File: src/rtl/core/ptd_pkg.sv
package ptd_pkg;

    localparam int SLOTS = 16;
    localparam int SLOT_W = $clog2(SLOTS);
    localparam int CNT_W = $clog2(SLOTS + 1);
    localparam int MAX_OUT = 16;
    localparam int OUTCNT_W = $clog2(MAX_OUT + 1);
    localparam int QDEPTH = 2;

    typedef enum logic [2:0] {
        OP_ADD = 3'd0,
        OP_REMOVE = 3'd1,
        OP_SUSPEND = 3'd2,
        OP_RESUME = 3'd3,
        OP_TICK = 3'd4,
        OP_DONE = 3'd5,
        OP_ESTOP = 3'd6,
        OP_LEAVE = 3'd7
    } t_op;

    typedef enum logic [1:0] {
        TS_READY = 2'd0,
        TS_RUNNING = 2'd1,
        TS_SUSPENDED = 2'd2,
        TS_COMPLETED = 2'd3
    } t_task_st;

    typedef enum logic [1:0] {
        RS_OK = 2'd0,
        RS_FULL = 2'd1,
        RS_NONE = 2'd2
    } t_res_st;

    typedef struct packed {
        t_op op;
        logic [31:0] now_ms;
        logic [7:0] task_id;
        logic [31:0] period;
        logic [1:0] prio;
        logic enable;
        logic single_run;
        logic keep_going;
    } t_cmd;

    typedef enum logic [2:0] {
        S_IDLE,
        S_SCAN,
        S_TICK,
        S_APPLY,
        S_RESP
    } t_state;

endpackage

File: src/rtl/core/ptd_front.sv
module ptd_front (
    input  logic           i_clk,
    input  logic           i_rst_n,
    input  logic           i_start,
    output logic           o_busy,
    input  ptd_pkg::t_cmd  i_cmd,
    output logic           o_q_valid,
    output ptd_pkg::t_cmd  o_q_cmd,
    input  logic           i_q_pop
);
    import ptd_pkg::*;

    t_cmd r_q [QDEPTH];
    logic r_wp, n_wp, r_rp, n_rp;
    logic [1:0] r_cnt, n_cnt;
    logic push;

    assign o_busy = (r_cnt == 2'(QDEPTH));
    assign push = i_start && !o_busy;
    assign o_q_valid = (r_cnt != 2'd0);
    assign o_q_cmd = r_q[r_rp];

    always_comb begin
        n_wp = r_wp ^ push;
        n_rp = r_rp ^ i_q_pop;
        n_cnt = r_cnt + 2'(push) - 2'(i_q_pop);
    end

    always_ff @(posedge i_clk) begin
        if (!i_rst_n) begin
            r_wp <= 1'b0;
            r_rp <= 1'b0;
            r_cnt <= 2'd0;
        end else begin
            r_wp <= n_wp;
            r_rp <= n_rp;
            r_cnt <= n_cnt;
        end
        if (push) begin
            r_q[r_wp] <= i_cmd;
        end
    end
endmodule

File: src/rtl/core/ptd_back.sv
module ptd_back (
    input  logic           i_clk,
    input  logic           i_rst_n,
    input  logic           i_q_valid,
    input  ptd_pkg::t_cmd  i_q_cmd,
    output logic           o_q_pop,
    output logic           o_valid,
    output logic [1:0]     o_status,
    output logic [7:0]     o_result_id,
    output logic           o_dispatched,
    output logic           o_last
);
    import ptd_pkg::*;

    logic [7:0] r_id [SLOTS];
    logic [31:0] r_per [SLOTS];
    logic [31:0] r_due [SLOTS];
    logic [1:0] r_pri [SLOTS];
    t_task_st r_st [SLOTS];
    logic r_en [SLOTS];
    logic r_single [SLOTS];
    logic [CNT_W-1:0] r_used;
    logic [7:0] r_idc;
    logic r_emerg;

    t_state r_state, n_state;
    t_cmd r_cmd;
    logic [SLOT_W-1:0] r_idx;
    logic [1:0] r_p;
    logic r_found;
    logic [SLOT_W-1:0] r_hit;
    logic [OUTCNT_W-1:0] r_n;
    logic r_pend;
    logic [7:0] r_pend_id;
    logic scan_end, match, due_ok, tick_last, add_ok;
    logic [31:0] now_plus;

    logic r_valid, n_valid;
    logic [1:0] r_status, n_status;
    logic [7:0] r_result_id, n_result_id;
    logic r_dispatched, n_dispatched;
    logic r_last, n_last;

    assign scan_end = (r_idx == SLOT_W'(SLOTS - 1));
    assign now_plus = r_cmd.now_ms + r_per[r_idx];
    assign add_ok = (r_used < CNT_W'(SLOTS)) && r_found;

    assign o_valid = r_valid;
    assign o_status = r_status;
    assign o_result_id = r_result_id;
    assign o_dispatched = r_dispatched;
    assign o_last = r_last;

    always_comb begin
        match = 1'b0;
        unique case (r_cmd.op)
            OP_ADD: match = (r_id[r_idx] == 8'd0);
            OP_REMOVE: match = (r_cmd.task_id != 8'd0) && (r_id[r_idx] == r_cmd.task_id);
            OP_SUSPEND: match = (r_cmd.task_id != 8'd0) && (r_id[r_idx] == r_cmd.task_id)
                && (r_st[r_idx] != TS_SUSPENDED);
            OP_RESUME: match = (r_cmd.task_id != 8'd0) && (r_id[r_idx] == r_cmd.task_id)
                && (r_st[r_idx] == TS_SUSPENDED);
            OP_DONE: match = (r_cmd.task_id != 8'd0) && (r_id[r_idx] == r_cmd.task_id)
                && (r_st[r_idx] == TS_RUNNING);
            default: match = 1'b0;
        endcase
        due_ok = (r_id[r_idx] != 8'd0) && r_en[r_idx] && (r_pri[r_idx] == r_p)
            && (r_st[r_idx] == TS_READY) && (r_cmd.now_ms >= r_due[r_idx])
            && (!r_emerg || (r_p == 2'd3)) && (r_n != OUTCNT_W'(MAX_OUT));
        tick_last = scan_end && (r_p == 2'd0);
    end

    always_comb begin
        n_state = r_state;
        unique case (r_state)
            S_IDLE: if (i_q_valid) begin
                n_state = (i_q_cmd.op == OP_TICK) ? S_TICK : S_SCAN;
            end
            S_SCAN: if (scan_end) n_state = S_APPLY;
            S_TICK: if (tick_last) begin
                n_state = due_ok ? S_RESP : S_IDLE;
            end
            S_APPLY: n_state = S_IDLE;
            S_RESP: n_state = S_IDLE;
            default: n_state = S_IDLE;
        endcase
    end

    always_comb begin
        n_valid = 1'b0;
        n_status = RS_OK;
        n_result_id = 8'd0;
        n_dispatched = 1'b0;
        n_last = 1'b0;
        unique case (r_state)
            S_TICK: begin
                if (r_pend && (due_ok || tick_last)) begin
                    n_valid = 1'b1;
                    n_result_id = r_pend_id;
                    n_dispatched = 1'b1;
                    n_last = tick_last && !due_ok;
                end else if (tick_last && !due_ok) begin
                    // nothing due on this tick
                    n_valid = 1'b1;
                    n_last = 1'b1;
                end
            end
            S_APPLY: begin
                n_valid = 1'b1;
                n_last = 1'b1;
                n_status = r_found ? RS_OK : RS_NONE;
                unique case (r_cmd.op)
                    OP_ADD: begin
                        if (add_ok) begin
                            n_result_id = r_idc;
                        end else begin
                            n_status = RS_FULL;
                        end
                    end
                    OP_ESTOP: n_status = r_emerg ? RS_NONE : RS_OK;
                    OP_LEAVE: n_status = r_emerg ? RS_OK : RS_NONE;
                    default: ;
                endcase
            end
            S_RESP: begin
                n_valid = 1'b1;
                n_result_id = r_pend_id;
                n_dispatched = 1'b1;
                n_last = 1'b1;
            end
            default: ;
        endcase
    end

    assign o_q_pop = (r_state == S_IDLE) && i_q_valid;

    always_ff @(posedge i_clk) begin
        if (!i_rst_n) begin
            r_valid <= 1'b0;
            r_status <= 2'd0;
            r_result_id <= 8'd0;
            r_dispatched <= 1'b0;
            r_last <= 1'b0;
        end else begin
            r_valid <= n_valid;
            r_status <= n_status;
            r_result_id <= n_result_id;
            r_dispatched <= n_dispatched;
            r_last <= n_last;
        end
    end

    always_ff @(posedge i_clk) begin
        if (!i_rst_n) begin
            r_state <= S_IDLE;
            r_cmd <= '0;
            r_idx <= '0;
            r_p <= 2'd3;
            r_found <= 1'b0;
            r_n <= '0;
            r_used <= '0;
            r_idc <= 8'd1;
            r_emerg <= 1'b0;
            r_pend <= 1'b0;
            for (int i = 0; i < SLOTS; i++) begin
                r_id[i] <= 8'd0;
                r_per[i] <= 32'd0;
                r_due[i] <= 32'd0;
                r_pri[i] <= 2'd0;
                r_st[i] <= TS_READY;
                r_en[i] <= 1'b0;
                r_single[i] <= 1'b0;
            end
        end else begin
            r_state <= n_state;
            unique case (r_state)
                S_IDLE: begin
                    if (i_q_valid) r_cmd <= i_q_cmd;
                    r_idx <= '0;
                    r_p <= 2'd3;
                    r_found <= 1'b0;
                    r_n <= '0;
                    r_pend <= 1'b0;
                end
                S_SCAN: begin
                    r_idx <= r_idx + SLOT_W'(1);
                    if (r_cmd.op == OP_ESTOP && !r_emerg) begin
                        if (r_id[r_idx] != 8'd0 && r_pri[r_idx] != 2'd3)
                            r_st[r_idx] <= TS_SUSPENDED;
                    end else if (r_cmd.op == OP_LEAVE && r_emerg) begin
                        if (r_id[r_idx] != 8'd0 && r_st[r_idx] == TS_SUSPENDED) begin
                            r_st[r_idx] <= TS_READY;
                            r_due[r_idx] <= now_plus;
                        end
                    end else if (match && !r_found) begin
                        r_found <= 1'b1;
                        r_hit <= r_idx;
                    end
                end
                S_TICK: begin
                    r_idx <= r_idx + SLOT_W'(1);
                    if (scan_end) r_p <= r_p - 2'd1;
                    if (due_ok) begin
                        r_st[r_idx] <= TS_RUNNING;
                        r_due[r_idx] <= now_plus;
                        r_n <= r_n + OUTCNT_W'(1);
                        r_pend <= 1'b1;
                        r_pend_id <= r_id[r_idx];
                    end
                end
                S_APPLY: begin
                    unique case (r_cmd.op)
                        OP_ADD: if (add_ok) begin
                            r_id[r_hit] <= r_idc;
                            r_per[r_hit] <= r_cmd.period;
                            r_due[r_hit] <= r_cmd.now_ms + r_cmd.period;
                            r_pri[r_hit] <= r_cmd.prio;
                            r_st[r_hit] <= TS_READY;
                            r_en[r_hit] <= r_cmd.enable;
                            r_single[r_hit] <= r_cmd.single_run;
                            r_used <= r_used + CNT_W'(1);
                            r_idc <= (r_idc == 8'd255) ? 8'd1 : r_idc + 8'd1;
                        end
                        OP_REMOVE: if (r_found) begin
                            r_id[r_hit] <= 8'd0;
                            r_per[r_hit] <= 32'd0;
                            r_due[r_hit] <= 32'd0;
                            r_pri[r_hit] <= 2'd0;
                            r_st[r_hit] <= TS_READY;
                            r_en[r_hit] <= 1'b0;
                            r_single[r_hit] <= 1'b0;
                            if (r_used != '0) r_used <= r_used - CNT_W'(1);
                        end
                        OP_SUSPEND: if (r_found) r_st[r_hit] <= TS_SUSPENDED;
                        OP_RESUME: if (r_found) begin
                            r_st[r_hit] <= TS_READY;
                            r_due[r_hit] <= r_cmd.now_ms + r_per[r_hit];
                        end
                        OP_DONE: if (r_found) begin
                            if (r_cmd.keep_going && !r_single[r_hit]) begin
                                r_st[r_hit] <= TS_READY;
                            end else begin
                                r_st[r_hit] <= TS_COMPLETED;
                                r_en[r_hit] <= 1'b0;
                            end
                        end
                        OP_ESTOP: r_emerg <= 1'b1;
                        OP_LEAVE: r_emerg <= 1'b0;
                        default: ;
                    endcase
                end
                default: ;
            endcase
        end
    end
endmodule

File: src/rtl/core/periodic_task_dispatcher.sv
// periodic task dispatcher: a table of periodic tasks driven by commands
// command channel: raise start with the operation and its fields; the item
// is taken at an edge where busy is low. a two-entry queue lets a second
// item be taken while the first is still being carried out
// result channel: each result appears for one cycle with o_valid high;
// o_last marks the final result of an item. the receiver cannot stall
// a non-tick item walks the slot table one slot per cycle, then applies
// the command and reports its single result
// a tick walks the table once per priority level, from level 3 down to 0,
// and emits dispatched ids in priority order one find behind the walk; its
// last result comes at the end of the walk of level 0, or from a separate
// response step when the last slot of that level is dispatched
// the table walker takes a new item from the queue only once it is idle
// reset (synchronous, active low) frees every slot, clears emergency mode,
// sets the id counter to one and empties the queue
module periodic_task_dispatcher (
    input  logic        i_clk,
    input  logic        i_rst_n,
    input  logic        start,
    output logic        busy,
    input  logic [2:0]  i_operation,
    input  logic [31:0] i_now_ms,
    input  logic [7:0]  i_task_id,
    input  logic [31:0] i_period,
    input  logic [1:0]  i_priority_req,
    input  logic        i_enable,
    input  logic        i_single_run,
    input  logic        i_keep_going,
    output logic        o_valid,
    output logic [1:0]  o_status,
    output logic [7:0]  o_result_id,
    output logic        o_dispatched,
    output logic        o_last
);
    import ptd_pkg::*;

    t_cmd cmd, q_cmd;
    logic q_valid, q_pop;

    always_comb begin
        cmd.op = t_op'(i_operation);
        cmd.now_ms = i_now_ms;
        cmd.task_id = i_task_id;
        cmd.period = i_period;
        cmd.prio = i_priority_req;
        cmd.enable = i_enable;
        cmd.single_run = i_single_run;
        cmd.keep_going = i_keep_going;
    end

    ptd_front u_front (
        .i_clk(i_clk), .i_rst_n(i_rst_n), .i_start(start), .o_busy(busy),
        .i_cmd(cmd), .o_q_valid(q_valid), .o_q_cmd(q_cmd), .i_q_pop(q_pop)
    );

    ptd_back u_back (
        .i_clk(i_clk), .i_rst_n(i_rst_n), .i_q_valid(q_valid), .i_q_cmd(q_cmd),
        .o_q_pop(q_pop), .o_valid(o_valid), .o_status(o_status),
        .o_result_id(o_result_id), .o_dispatched(o_dispatched), .o_last(o_last)
    );
endmodule

File: config.mk
export PLATFORM = sky130hd
export DESIGN_NAME = periodic_task_dispatcher
export DESIGN_NICKNAME = d
export VERILOG_FILES = /design/src/rtl/core/ptd_pkg.sv /design/src/rtl/core/ptd_front.sv /design/src/rtl/core/ptd_back.sv /design/src/rtl/core/periodic_task_dispatcher.sv
export SDC_FILE = /design/constraint.sdc
export NUM_CORES = 2
export LEC_CHECK = 0
export ABC_CLOCK_PERIOD_IN_PS = 12600
export BUFFER_PORTS_ARGS = -buffer_cell sky130_fd_sc_hd__buf_4
export CAP_MARGIN = 25
export CORE_AREA = 2 2 352 354
export CTS_CLUSTER_SIZE = 12
export DETAILED_ROUTE_END_ITERATION = 7
export DIE_AREA = 0 0 354 356
export GPL_ROUTABILITY_DRIVEN = 1
export PLACE_DENSITY = 0.82
export SLEW_MARGIN = 30
export SYNTH_ARGS = -nofsm -noshare
export SYNTH_HDL_FRONTEND = slang
export SYNTH_SLANG_ARGS = --single-unit
export TNS_END_PERCENT = 1
File: constraint.sdc
create_clock -name i_clk -period 12.6 [get_ports i_clk]
set_input_delay 1.26 -clock i_clk [delete_from_list [all_inputs] [get_ports i_clk]]
set_output_delay 1.26 -clock i_clk [all_outputs]
set_load 0.02 [all_outputs]
# Word level (Yosys, flattened, before mapping)
# Memories as Yosys holds them, arrays and structs flattened. A register that Yosys moved wholly into a read port is not among the register bits.
# Cells that the tools add are included.
[totals]
ram_bits = 1408
reg_bits = 139
n_memories = 8
romBits = 0
in_bits = 83
latchBits = 0
[memory_table]
columns = ["memory", "words", "word_bits", "read_ports", "rd_ports_with_merged_regs", "wr", "line_no", "source"]
rows = [
  ["u_back.r_due", 16, 32, 1, 1, 16, "ptd_back.sv:17", "logic [31:0] r_due [SLOTS];"],
  ["u_back.r_per", 16, 32, 2, 2, 16, "ptd_back.sv:16", "logic [31:0] r_per [SLOTS];"],
  ["u_front.r_q", 2, 80, 1, 1, 1, "ptd_front.sv:13", "t_cmd r_q [QDEPTH];"],
  ["u_back.r_id", 16, 8, 1, 1, 16, "ptd_back.sv:15", "logic [7:0] r_id [SLOTS];"],
  ["u_back.r_pri", 16, 2, 1, 1, 16, "ptd_back.sv:18", "logic [1:0] r_pri [SLOTS];"],
  ["u_back.r_st", 16, 2, 1, 1, 16, "ptd_back.sv:19", "t_task_st r_st [SLOTS];"],
  ["2 more memories", "n/a", "n/a", "n/a", "n/a", "n/a", "n/a", ""],
]
[op_classes]
mul = 0
n_mux = 146
eq_ne = 33
div = 0
order_cmp = 2
n_shift = 0
n_addsub = 11
reduce_logical = 65
bitwise = 20
[ops]
columns = ["operator", "count"]
rows = [
  ["2-to-1 mux 32 bit", 7],
  ["adder 32 bit", 3],
  ["OR reduction 32 bit", 3],
  ["2-to-1 mux 4 bit", 23],
  ["2-to-1 mux 1 bit", 71],
  ["2-to-1 mux 8 bit", 6],
  ["2-to-1 mux 2 bit", 17],
  [">= comparator 32 bit", 1],
  ["case mux 8 bit (3 select lines)", 1],
  ["logical AND 1 bit", 22],
  ["2-to-1 mux 5 bit", 4],
  ["case mux 5 bit (2 select lines)", 2],
  ["inequality test 2 x 1 -> 1 bit, second input constant", 9],
  ["OR 1 bit", 16],
  ["nonzero test 8 bit", 2],
  ["equality test 3 bit, second input constant", 5],
  ["equality test 3 x 2 -> 1 bit, second input constant", 4],
  ["2-to-1 mux 3 bit", 4],
  ["case mux 1 bit (2 select lines)", 6],
  ["nonzero test 2 bit", 6],
  ["adder 5 x 1 -> 5 bit, second input constant", 2],
  ["AND reduction 2 bit", 5],
  ["AND reduction 5 bit", 2],
  ["OR reduction 2 bit", 5],
  ["33 further kinds", 51],
]

# Logic depth before layout (Yosys ltp)
[logic_depth]
word_depth = 15
mapped_depth = 22
mapped_depth_nobuf = 14

# By module
# Synthesis repeated with hierarchy kept, for this count alone.
[hier_totals]
hier_cells = 5605
area_unflattened_um2 = 76557.2
[modules_own_cells]
columns = ["mod", "area_each_um2", "n_inst", "cells_each", "seq_area_each_um2"]
rows = [
  ["ptd_back", 70133.5, 1, 5333, 40138.5],
  ["ptd_front", 6423.7, 1, 272, 4904.7],
]

# Worst setup path before layout
# OpenSTA, ideal clock, no wires.
[synth_path]
path_kind = "register to register"
startpoint = "register with a tool-made name"
endpoint = "memory u_back.r_due[10][0], enable pin"
path_stages_with_launch = 22
setup_time_ps = 479
synth_period_minus_slack_ps = 5985
arrival_time_ps = 5507
path_slack_ps = 6615
t_required_ps = 12121
path_cell_list = "dfxtp_1 buf_4 buf_4 buf_4 buf_2 clkbuf_1 buf_1 mux4_2 mux4_2 inv_1 ha_1 a211oi_1 o21bai_1 a2111oi_0 o211ai_1 o21bai_1 nand4_2 o211ai_2 buf_6 nand3_2 buf_2 nand2_1"
[synth_rtl]
columns = ["item", "line_no"]
rows = [
  ["end, declared", "ptd_back.sv:17"],
]

==> results.md <==
* Area of the core at ~0.12 sq mm
* Number of flops mapped to enable cells by yosys at 1,388
* Synthesized Nets at between 5,000 and 6,000
* Design area at 0.08234 sq mm
* CP Launch Type: flip-flop
* Cells after Synth at about 5,500
* Total of max-cap violations at 0
* R2R Path End: u_back.r_due[8][23]
* Hold Path Depth at 1
* Hold Crit Start: u_back.r_pend_id[3]
* I/O pin cnt at 97
* Largest net degree at the start of global routing at 136
* Max VDD drop at 0.1733 mV
* Synth Area in XOR/XNOR at 1.072%
* Die width at 354 microns
* Die area at between 0.1 and 0.15 sq mm
* Power Density at approximately 190 mW/mm^2
* Sink Count at ~1,600
* Chip height at roughly 360 microns
* Setup Crit Path Kind: reg -> reg
* Mux cell area share after synthesis at between 15 and 20%
* Synth Area in Simple Gates at between 10% and 20%
* Worst Tran Pin Value at 1.073 ns
* Synth Register Bits at 1,556
* Fin. max-slew vios at 0
* Clock Path Buffers at 3
* Total number of yosys warnings at 0
* DR iter-0 viols at roughly 8,500
* Final Net Count at ~5,600
* Antenna violations before repair at 10
* Vias in the first global route at a little over 50,000
* Row cnt at between 100 and 150
* Pwr Total at between 15 and 20 mW
* Avg Inst Size Synth at ~14 sq um
* Outcome: completed
* Vias/cell at ~7.2
* Detail Placement HPWL at between 100,000 and 150,000 microns
* Final hold viol count at 0
* Crit path required time at between 10 and 15 ns
* Sequential-to-total area share from yosys stat at about 60%
* Achievable Freq at 0.1324 GHz
* Cell variety after synth at roughly 80
* Setup Skew at 0.04325 ns
* Area occupied by multi-input gates at ~0.028 sq mm
* Min-Delay Path Class: reg -> reg
* DP Worst Slack at just under 5 ns
* Min Tclk post-route at between 7 and 8 ns
* Post-CTS Hold Fix Bufs at 0
* H-tree Lvls at 4
* Antenna viol nets, final at 0
* Flop2flop setup slack at between 5 and 6 ns
* Filler cells at roughly 8,100
* PortBufs at 96
* Post-Synth Adder-Cell Area at 2.417%
* GR Overflow Total at 0
* Initial core utilization at 61.27%
* Post_cts resized at 0
* CTS tree: done
* Top_reg_cell synth: edfxtp_1
* Critical Path AT at between 8 and 9 ns
* First-pass GRT wire length at 329,300 microns
* Root Driver: clkbuf_16
* Setup TNS at 0 ns
* FF+latch area at 0.04507 sq mm
* Area post-placement at 0.07724 sq mm
* Num CTS Buffers at 161
* Final Core Density at 67.12%
* RSZ-0062 raised after global routing: no
* Pleak at roughly 28 nW
* Asr flop ratio synth at 0%
* Clk slew on worst S/H paths at 0.06 ns
* Final setup violation count at 0
* Post-CTS Setup Repair Bufs at 0
* Pre-antenna DRT Iters at 8
* Gr usage total at between 30% and 40%
* DRC Markers at 0
* Tcrit/Tclk final at 59.95%
* Crit. End Element: flip-flop
* Worst-skew pair later-pin latency at roughly 0.83 ns
* Routed wire per std cell at 31.36 microns
* Synth Cell Area at roughly 0.075 sq mm
* R2R cell count at 14
* Main combinational cell family by area after synthesis: multiplexers
* Share of layout cells above drive strength 1 at a little under 20%
* Worst slew margin at ~28%
* Vias at 51,360
* Largest fanout on the critical path at 135
* Synth Area in Compound Gates at between 5 and 6%
* GPL Wtd Cong at between 0.9 and 1
* Final WL at approximately 230,000 microns
* Final Worst Setup Slack at slightly above 5 ns
* Area delta synth->final at 9.547%
* Worst Hold Path EP: u_back.o_result_id[3]
## worst max-delay path by stage
stage                   start             endpoint  slack [ns]
floorplan           flip-flop  u_back.r_due[10][0]        6.61
global placement    flip-flop   u_back.r_due[0][2]        5.00
detailed placement  flip-flop   u_back.r_due[0][1]        4.90
CTS                 flip-flop   u_back.r_due[0][3]        4.81
global route        flip-flop   u_back.r_due[0][1]        4.58
finish              flip-flop  u_back.r_due[8][23]        5.05
## cell usage after synthesis (7+ instances only)
cell type | instances | share of area, %
nor3_1 | 85 | 0.57
dfxtp_1 | 168 | 4.5
o311ai_0 | 8 | 0.093
ha_1 | 138 | 2.3
nand3_1 | 76 | 0.51
nand3_2 | 16 | 0.21
o21ai_0 | 108 | 0.72
a31oi_1 | 22 | 0.18
o22ai_1 | 39 | 0.32
a22o_1 | 10 | 0.12
mux2i_1 | 97 | 1.3
and3_1 | 31 | 0.26
o21ai_1 | 19 | 0.13
or2_2 | 12 | 0.10
nand4_1 | 24 | 0.20
a211oi_1 | 105 | 1.0
o221ai_1 | 8 | 0.093
nor2b_1 | 19 | 0.16
edfxtp_1 | 1388 | 55
a22oi_1 | 14 | 0.14
nor3_2 | 7 | 0.093
mux4_2 | 540 | 16
or3_1 | 13 | 0.11
and2_1 | 13 | 0.11
nand2_1 | 216 | 1.1
o31ai_1 | 23 | 0.23
clkbuf_1 | 311 | 1.6
a221oi_1 | 8 | 0.093
o21bai_1 | 7 | 0.070
xnor2_1 | 52 | 0.61
nor3b_1 | 12 | 0.12
o211ai_1 | 23 | 0.23
a21oi_1 | 126 | 0.84
nor2_1 | 1327 | 6.6
a21boi_0 | 7 | 0.070
buf_2 | 61 | 0.41
a21o_1 | 45 | 0.45
buf_1 | 45 | 0.22
buf_4 | 7 | 0.070
xor2_1 | 40 | 0.47
inv_1 | 75 | 0.37
nand2b_1 | 22 | 0.18
o21a_1 | 19 | 0.19
## critical path, stage by stage (launching register included)
cell      delay (ns)
dfxtp_4         0.92
buf_12          0.61
buf_4           0.91
mux4_2          0.44
mux4_2          0.52
ha_1            0.38
a21o_1          0.20
a21o_1          0.18
a221oi_1        0.61
and3_1          0.29
or2_2           0.20
nor2_1          0.08
o311ai_0        0.90
nand3_1         0.49
o22ai_1         0.30
## placed cells by master (no fill, tap or decap), drive strengths merged, types with 39 or more instances in the layout
cell,n
edfxtp,1388
a21oi,127
mux2i,97
xnor2,52
a21o,45
nand2,216
buf,188
xor2,40
o21ai,127
ha,138
nor3,92
a211oi,105
inv,84
mux4,540
clkbuf,246
nor2,1327
dfxtp,168
nand3,92
o22ai,39
## per-layer routing
layer	wire (microns)	up-vias	GRT usage, %
met2	104800	4472	56.09
met4	13770	12	19.42
li1	-	20700	-
met3	32910	976	10.80
met1	73600	25200	45.38
met5	81	-	0
## flip-flops by register name, summed over array words and instances (netlist names), 2 cells and up, named ones only
signal,count
u_back.o_result_id,8
u_back.o_status,2
u_back.r_cmd,80
u_back.r_due,512
u_back.r_en,16
u_back.r_hit,4
u_back.r_id,128
u_back.r_idc,8
u_back.r_idx,4
u_back.r_n,5
u_back.r_p,2
u_back.r_pend_id,8
u_back.r_per,512
u_back.r_pri,32
u_back.r_single,16
u_back.r_st,32
u_back.r_state,3
u_back.r_used,5
u_front.r_cnt,2
u_front.r_q,160
## report_power, final
group	internal [mW]	switching, mW	leakage, nW
logic	1.65	2.99	9.98
clock network	2.56	2.03	2.40
registers	5.97	0.557	15.5
## layout make-up
class	instances	area share [%]
flip-flops and latches	1556	54.74
multi-input cells	3423	34.49
clock buffers	246	5.506
well taps	1637	2.488
repair buffers	188	1.822
clock inverters	46	0.5835
inverters	77	0.3541
diodes	5	0.01520
## logic make-up after synthesis
| logic type | count (synthesis) |
|---|---|
| and+or+nand+nor | 1900 |
| DFF | 1556 |
| AOI/OAI and AO/OA | 646 |
| muxes | 642 |
| buffers and inverters | 505 |
| adders and majority gates | 143 |
| xor gates and xnor gates | 92 |
## stage by stage
step / std cells / hold slack, ns
6_report: 7178 / 0.4705
4_1_cts: 7170 / 0.4729
3_5_place_dp: 6878 / 0.4535
2_1_floorplan: 5484 / 0.4351
5_1_grt: 7173 / 0.4858
3_3_place_gp: 6877 / 0.4582
No activity file was read; power rests on OpenSTA's default activity.
